==> config.mk <==
export PLATFORM = sky130hd
export DESIGN_NAME = cbc_decode
export DESIGN_NICKNAME = d
export VERILOG_FILES = /design/src/cbc_pkg.sv /design/src/cbc_decode.sv
export SDC_FILE = /design/constraint.sdc
export NUM_CORES = 1
export LEC_CHECK = 0
export BUFFER_PORTS_ARGS = -buffer_cell sky130_fd_sc_hd__buf_4
export CAP_MARGIN = 20
export CORE_MARGIN = 3
export CORE_UTILIZATION = 25
export DETAILED_ROUTE_END_ITERATION = 10
export PLACE_DENSITY = 0.8
export SYNTH_ARGS = -nofsm -noshare
export SYNTH_HDL_FRONTEND = slang
export SYNTH_SLANG_ARGS = --single-unit
export TNS_END_PERCENT = 30
==> constraint.sdc <==
create_clock -name vclk -period 1.5
set_input_delay 0.375 -clock vclk [all_inputs]
set_output_delay 0.375 -clock vclk [all_outputs]
set_load 0.02 [all_outputs]
==> src/cbc_pkg.sv <==
// ----------------------------------------------------------------------------
// cbc_pkg
// Types and constants shared by the cartridge bank controller modules.
// ----------------------------------------------------------------------------
package cbc_pkg;

  // Default size of the banked external RAM in bytes
  localparam int unsigned RAM_BYTES_DEFAULT = 32768;

  // Offset into bank space: two bank bits over a 13-bit window offset
  localparam int unsigned WIN_W    = 13;
  localparam int unsigned OFFSET_W = 15;

  // Access codes
  localparam logic OP_READ  = 1'b0;
  localparam logic OP_WRITE = 1'b1;

  // Address map
  localparam logic [15:0] MAP_RAM_EN_LAST   = 16'h1FFF;
  localparam logic [15:0] MAP_ROM_BANK_LAST = 16'h3FFF;
  localparam logic [15:0] MAP_RAM_BANK_LAST = 16'h5FFF;
  localparam logic [15:0] MAP_LATCH_LAST    = 16'h7FFF;
  localparam logic [15:0] RAM_WIN_FIRST     = 16'hA000;
  localparam logic [15:0] RAM_WIN_LAST      = 16'hBFFF;

  // Control register values
  localparam logic [3:0] RAM_EN_KEY     = 4'hA;
  localparam logic [6:0] ROM_BANK_MASK  = 7'h7F;
  localparam logic [6:0] ROM_BANK_RESET = 7'h01;
  localparam logic [7:0] RAM_BANK_LAST  = 8'h03;
  localparam logic [7:0] CLK_BANK_FIRST = 8'h08;
  localparam logic [7:0] CLK_BANK_LAST  = 8'h0C;
  localparam logic [7:0] OPEN_BUS       = 8'hFF;

  // Configuration register indexes
  typedef enum logic [7:0] {
    CFG_RAM_PRESENT   = 8'd0,
    CFG_CLOCK_PRESENT = 8'd1
  } cfg_index_t;

  // One bus access
  typedef struct packed {
    logic        operation;
    logic [15:0] address;
    logic [7:0]  write_data;
  } req_t;

  // One result
  typedef struct packed {
    logic [7:0] read_data;
    logic [6:0] rom_bank_out;
    logic [7:0] ram_bank_out;
    logic       ram_enable_out;
  } rsp_t;

  // Decode of one access against the current control state
  typedef struct packed {
    logic                ram_enable_next;
    logic [6:0]          rom_bank_next;
    logic [7:0]          ram_bank_next;
    logic                ram_read;
    logic                ram_write;
    logic [OFFSET_W-1:0] offset;
  } dec_t;

endpackage

==> src/cbc_decode.sv <==
// ----------------------------------------------------------------------------
// cbc_decode
// Address decode of one access: control register updates and RAM mapping.
// ----------------------------------------------------------------------------
module cbc_decode import cbc_pkg::*; #(
  parameter int unsigned RAM_BYTES = RAM_BYTES_DEFAULT
) (
  input  req_t       req,
  input  logic       ram_present,
  input  logic       ram_enable,
  input  logic [6:0] rom_page,
  input  logic [7:0] ram_bank,
  output dec_t       dec
);

  logic                in_window;
  logic                ram_mapped;
  logic [OFFSET_W-1:0] offset;
  logic [6:0]          rom_masked;

  // Map the RAM window onto the selected bank
  assign in_window  = (req.address >= RAM_WIN_FIRST) && (req.address <= RAM_WIN_LAST);
  assign offset     = {ram_bank[1:0], req.address[WIN_W-1:0]};
  assign ram_mapped = in_window && ram_present && ram_enable
                      && (ram_bank <= RAM_BANK_LAST)
                      && (32'(offset) < RAM_BYTES);
  assign rom_masked = req.write_data[6:0] & ROM_BANK_MASK;

  // Control writes below the RAM window, RAM access inside it
  always_comb begin
    dec.ram_enable_next = ram_enable;
    dec.rom_bank_next   = rom_page;
    dec.ram_bank_next   = ram_bank;
    dec.ram_read        = (req.operation == OP_READ) && ram_mapped;
    dec.ram_write       = (req.operation == OP_WRITE) && ram_mapped;
    dec.offset          = offset;
    if (req.operation == OP_WRITE) begin
      priority if (req.address <= MAP_RAM_EN_LAST) begin
        dec.ram_enable_next = (req.write_data[3:0] == RAM_EN_KEY);
      end else if (req.address <= MAP_ROM_BANK_LAST) begin
        dec.rom_bank_next = (rom_masked == 7'd0) ? ROM_BANK_RESET : rom_masked;
      end else if (req.address <= MAP_RAM_BANK_LAST) begin
        dec.ram_bank_next = req.write_data;
      end else begin
        // clock latch and everything above: no control effect
      end
    end
  end

endmodule

==> results of run 1 <==
[where the power goes]
part | switching, W | internal, W
registers | 0 | 0
logic | 0.000105 | 0.000156
clock network | 0 | 0
total | 0.000105 | 0.000156
[cells by family after synthesis]
family,after synthesis,synth area share [%]
compound gates,3,3.70
buf+inv,17,29.9
mux,14,38.9
simple gates,14,27.5
[layer usage]
| layer | routed length [µm] | GRT usage (%) |
|---|---|---|
| met4 | 5 | 0.568 |
| met5 | 0 | 0 |
| met1 | 592 | 15.7 |
| met2 | 757 | 23.4 |
| met3 | 160 | 1.95 |
[synth_stat cells (all sizes together)]
master  number  share of area, %
or4bb        1               2.8
nor4b        2               8.0
nand2        1              0.93
and4bb       1               3.1
o21ai        1               1.2
nor3         1               1.2
and4b        1               2.5
nor2         4               3.7
mux2        14                39
a21oi        2               2.5
or4b         1               2.5
nor4         1               1.5
nand3        1               1.2
inv          1              0.93
buf         16                29
[worst paths after layout]
path / start / endpoint / slack, ps / cells after the start
min: req[20] / dec[12] / 750 / 0
max: req[21] / dec[22] / -310 / 5
[through the flow]
| stage | setup TNS (ps) | power [W] | hold WS, ps | cells |
|---|---|---|---|---|
| 3_3_place_gp | -5370 | 0.000220 | 750 | 103 |
| 4_1_cts | -4580 | 0.000253 | 750 | 103 |
| 6_report | -4390 | 0.000261 | 750 | 103 |
| 3_5_place_dp | -5760 | 0.000222 | 750 | 103 |
| 2_1_floorplan | -1730 | 0.000144 | 830 | 48 |
| 5_1_grt | -5150 | 0.000275 | 750 | 103 |
[area by class of cell]
cell class | instances | area, µm² | area share [%]
inverters | 1 | 3.75 | 0.434
well taps | 15 | 18.8 | 2.17
repair buffers | 56 | 480 | 55.6
multi-input cells | 31 | 362 | 41.8
[timing repair]
action                                  CTS  global route
gates resized for setup                  24             6
endpoints found under the setup margin   18            18
pin swaps                                 3             0
==> run_results.csv, run 1 <==
group,metric,value,unit
floorplan,rows,13,
route,drt_iter0_drc,1,
setup_path,cp-start-kind,"primary input",
placed_design,port_buffers,49,
power_and_ir_drop,powerDensity,301,mW/mm²
final_layout,layout.nets,132,
synth,synth-seq-area-share,0,%
timing,maxSlewHeadroom,80.2,%
route,antenna_left,0,
setup_path,worstPathMaxFanout,7,
placed_design,globalplace.congestion,0.714,
setup_path,cpMaxStageDelayCell,"nor4b_4",
timing,fin_ws,-307,ps
setup_path,timing.critical_path.max_delay_family,"buffers and inverters",
route,vias,487,
setup_path,max_stage_delay,310,ps
synth,synth_cell_types,17,
final_layout,final_util,61.1,%
power_and_ir_drop,p_leak,0.436,nW
synth,ys_warn_count,0,
final_layout,final_cell_mix,"buf_4 (41), buf_6 (14), mux2_4 (11)",
final_layout,nClkBuffers,0,
placed_design,dp_hpwl,1270,µm
synth,netlist_instances,48,
final_layout,num-fill-cells,133,
floorplan,initial_utilization,28.6,%
route,drt_pass1_iterations,3,
global_routing,grt_max_degree,8,
timing,rsz0062_at_grt,"true",
floorplan,core-area,0.00142,mm²
final_layout,mostFrequentLayoutCell,"buf_4",
final_layout,drive_gt1_share,87.5,%
synth,syn-num-nets,90,
setup_path,cp-end-kind,"primary output",
clock_network,holdBufCountCts,0,
final_layout,regArea,0,µm²
route,post-route-drc-count,0,
timing,finalHoldViolations,0,
setup_path,worstSetupPathType,"in2out",
setup_path,timing.critical_path.mode_cell,"buf_6",
final_layout,stdcell_area,865,µm²
clock_network,cts_setup_buffers,0,
route,routed_via_density,4.73,
route,wl_per_cell,14.7,µm
synth,synth_area_per_cell,8.45,µm²
final_layout,antenna_cells,0,
global_routing,grt_remaining_overflow,0,
placed_design,place_area,744,µm²
timing,final-setup-viol-count,16,
timing,slew_viol_final,0,
timing,tightest_slew,294,ps
timing,period_share,120,%
global_routing,grt_pass1_wl,2070,µm
floorplan,chipWidth,46.3,µm
synth,syn_area,405,µm²
final_layout,synthToLayoutAreaGrowth,113,%
global_routing,grt_pass1_vias,486,
floorplan,die_y,46.3,µm
global_routing,antenna_found_initial,0,
floorplan,dieArea,0.00214,mm²
worst_hold_path,holdCritPathClass,"in2out",
setup_path,cp_cell_sequence,"buf_8 > nor4b_4 > buf_6 > mux2_4 > buf_6",
final_layout,seq_cells,0,
route,wl,1520,µm
setup_path,required,1120,ps
placed_design,pre_cts_slack,-404,ps
outcome,violations,"negative setup slack",
floorplan,pin_count,75,
run,cap_violations,0,
power_and_ir_drop,ir_drop,0.000144,V
setup_path,path_buf_inv,3,
timing,period_needed,1810,ps
timing,fmax,0.553,GHz
global_routing,grtUsageTotal,12.6,%
setup_path,crit_arrival,1430,ps
outcome,status,"finished, violations left",
Power figures use the tool's default switching activity.
==> run 2, diff against run 1 <==
--- a/config.mk
+++ b/config.mk
@@ -5,10 +5,11 @@
 export SDC_FILE = /design/constraint.sdc
 export NUM_CORES = 1
 export LEC_CHECK = 0
+export ABC_AREA = 1
 export BUFFER_PORTS_ARGS = -buffer_cell sky130_fd_sc_hd__buf_4
 export CAP_MARGIN = 20
-export CORE_MARGIN = 3
-export CORE_UTILIZATION = 25
+export CORE_MARGIN = 8
+export CORE_UTILIZATION = 28
 export DETAILED_ROUTE_END_ITERATION = 10
 export PLACE_DENSITY = 0.8
 export SYNTH_ARGS = -nofsm -noshare
==> run 2 against run 1 <==
The flow now finishes without violations. Synthesized cell count is 79% higher. Area after synthesis is 23% higher. Core utilization fell by 7.7 points. Sequential share of layout area unchanged. Maximum frequency rose by 23%. Critical endpoint is now dec[25]. Largest cell class unchanged. Largest power group unchanged.
==> run_results.csv, run 2 <==
group,metric,value,unit
power_and_ir_drop,powerDensity,305,mW/mm²
timing,tightest_slew,192,ps
synth,synth_area_leaders,"o21ai_2 (23%), buf_4 (23%), nand2_1 (16%)",
run,cap_violations,0,
timing,slew_viol_final,0,
global_routing,grt_pass1_wl,2880,µm
synth,synth_common_cells,"nand2_1 (21), buf_4 (15), o21ai_2 (13), nor2_1 (12), inv_1 (9)",
timing,holdWs,750,ps
final_layout,seq_cells,0,
synth,synth-seq-area-share,0,%
route,vias,660,
final_layout,mostFrequentLayoutCell,"buf_4",
setup_path,max_stage_delay,150,ps
setup_path,worstPathMaxFanout,3,
timing,fmax,0.678,GHz
final_layout,drive_gt1_share,72.0,%
setup_path,worstSetupPathType,"in2out",
worst_hold_path,holdCritPathClass,"in2out",
floorplan,rows,15,
final_layout,synthToLayoutAreaGrowth,81.6,%
synth,synth_cell_types,17,
setup_path,cp_cell_sequence,"buf_8 > nor2_4 > buf_6 > nand3_2 > nor2_2 > nor2_1 > buf_4",
synth,synthXorXnorAreaFrac,0,%
synth,syn_area,497,µm²
final_layout,nClkBuffers,0,
timing,finalHoldViolations,0,
synth,yosysTopAreaCellShare,22.9,%
route,post-route-drc-count,0,
power_and_ir_drop,finalPower,0.000275,W
clock_network,cts_setup_buffers,0,
setup_path,cp-start-kind,"primary input",
final_layout,num-fill-cells,183,
clock_network,holdBufCountCts,0,
worst_hold_path,hp-start,"req[19]",
global_routing,grt_pass1_vias,676,
timing,rsz0062_at_grt,"true",
outcome,status,"finished, final reports clean",
worst_hold_path,whs_path_depth,0,
route,wl,1960,µm
setup_path,cp-end-kind,"primary output",
setup_path,required,1120,ps
synth,synth_most_common_cell,"nand2_1",
placed_design,port_buffers,49,
final_layout,final_cell_mix,"buf_4 (48), nand2_1 (20), o21ai_2 (13)",
global_routing,antenna_found_initial,0,
global_routing,grtUsageTotal,10.1,%
synth,synth_area_per_cell,5.78,µm²
timing,period_share,98.3,%
placed_design,globalplace.congestion,0.715,
setup_path,timing.critical_path.max_delay_family,"buffers and inverters",
timing,maxSlewHeadroom,87.1,%
final_layout,antenna_cells,0,
final_layout,multi_input_area,392,µm²
floorplan,chipWidth,58.1,µm
route,drt_iter0_drc,12,
worst_hold_path,hold_end,"dec[11]",
floorplan,dieArea,0.00338,mm²
floorplan,pin_count,75,
power_and_ir_drop,ir_drop,0.000129,V
synth,synth_top_family_by_area,"simple AND/OR/NAND/NOR gates",
final_layout,fin_cells,142,
global_routing,grt_remaining_overflow,0,
timing,final-setup-viol-count,0,
placed_design,dp_hpwl,1630,µm
synth,syn-num-nets,128,
route,routed_via_density,4.65,
floorplan,initial_utilization,29.4,%
final_layout,layout.nets,169,
floorplan,die_y,58.1,µm
setup_path,path_buf_inv,3,
route,drt_pass1_iterations,4,
global_routing,grt_max_degree,13,
synth,synth_simple_gate_area_share,37.8,%
setup_path,cpMaxStageDelayCell,"nor2_4",
timing,period_needed,1470,ps
power_and_ir_drop,p_leak,0.504,nW
synth,ys_warn_count,0,
synth,synth_top_cell_by_area,"o21ai_2",
placed_design,placed_cells,141,
final_layout,regArea,0,µm²
synth,synth_mux_area_share,0,%
synth,synth_compound_area_share,26.7,%
route,wl_per_cell,13.8,µm
setup_path,crit_arrival,1100,ps
synth,netlist_instances,86,
synth,synth_fa_ha_area_share,0,%
floorplan,core-area,0.00169,mm²
route,antenna_left,0,
## run 2: area by class of cell
cell class | instances | area share (%)
tap | 17 | 2.36
multi-input combinational | 59 | 43.4
inverter | 11 | 5.13
timing repair buffer | 55 | 49.1
## run 2: worst max-delay path by stage
| stage | endpoint | cells past startpoint | start | slack [ps] |
|---|---|---|---|---|
| 2_1_floorplan | dec[32] | 3 | req[22] | 20 |
| 3_3_place_gp | dec[26] | 6 | req[22] | -50 |
| 3_5_place_dp | dec[31] | 6 | req[22] | -80 |
| 4_1_cts | dec[25] | 7 | req[22] | -10 |
| 5_1_grt | dec[25] | 7 | req[23] | -30 |
| 6_report | dec[25] | 7 | req[23] | 30 |
## run 2: cell families after synthesis
logic type,after synthesis
buffers and inverters,28
AND/OR/NAND/NOR,42
AO/OA/AOI/OAI,16
## run 2: through the flow
stage                     area, µm²  TNS, ps  setup WS (ps)  util, %
after floorplan                 497        0           18.9        -
after CTS                       822    -11.2          -11.2     48.7
after global placement          796     -314          -54.0     47.1
after detailed placement        796     -423          -78.5     47.1
final                           902        0           25.4     53.4
after global routing            902    -88.2          -29.3     53.4
## run 2: power by group
| part | internal [W] | leakage (nW) | switching (W) |
|---|---|---|---|
| registers | 0 | 0 | 0 |
| logic | 0.000137 | 0.504 | 0.000139 |
| clock network | 0 | 0 | 0 |
| total | 0.000137 | 0.504 | 0.000139 |
## run 2: per-layer routing
metal | vias to the layer above | GRT usage (%) | part of all wire [%]
met1 | 292 | 8.92 | 29
met2 | 30 | 21.0 | 59
met4 | 0 | 1.05 | 0.66
met5 | - | 0 | 0
met3 | 4 | 3.97 | 12
li1 | 334 | - | -
## run 2: repair_timing
item / in CTS / in global routing
pin swaps: 1 / 9
setup endpoints to repair: 8 / 17
hold endpoints to repair: 0 / 0
resized for setup: 4 / 27
cloned: 1 / 0
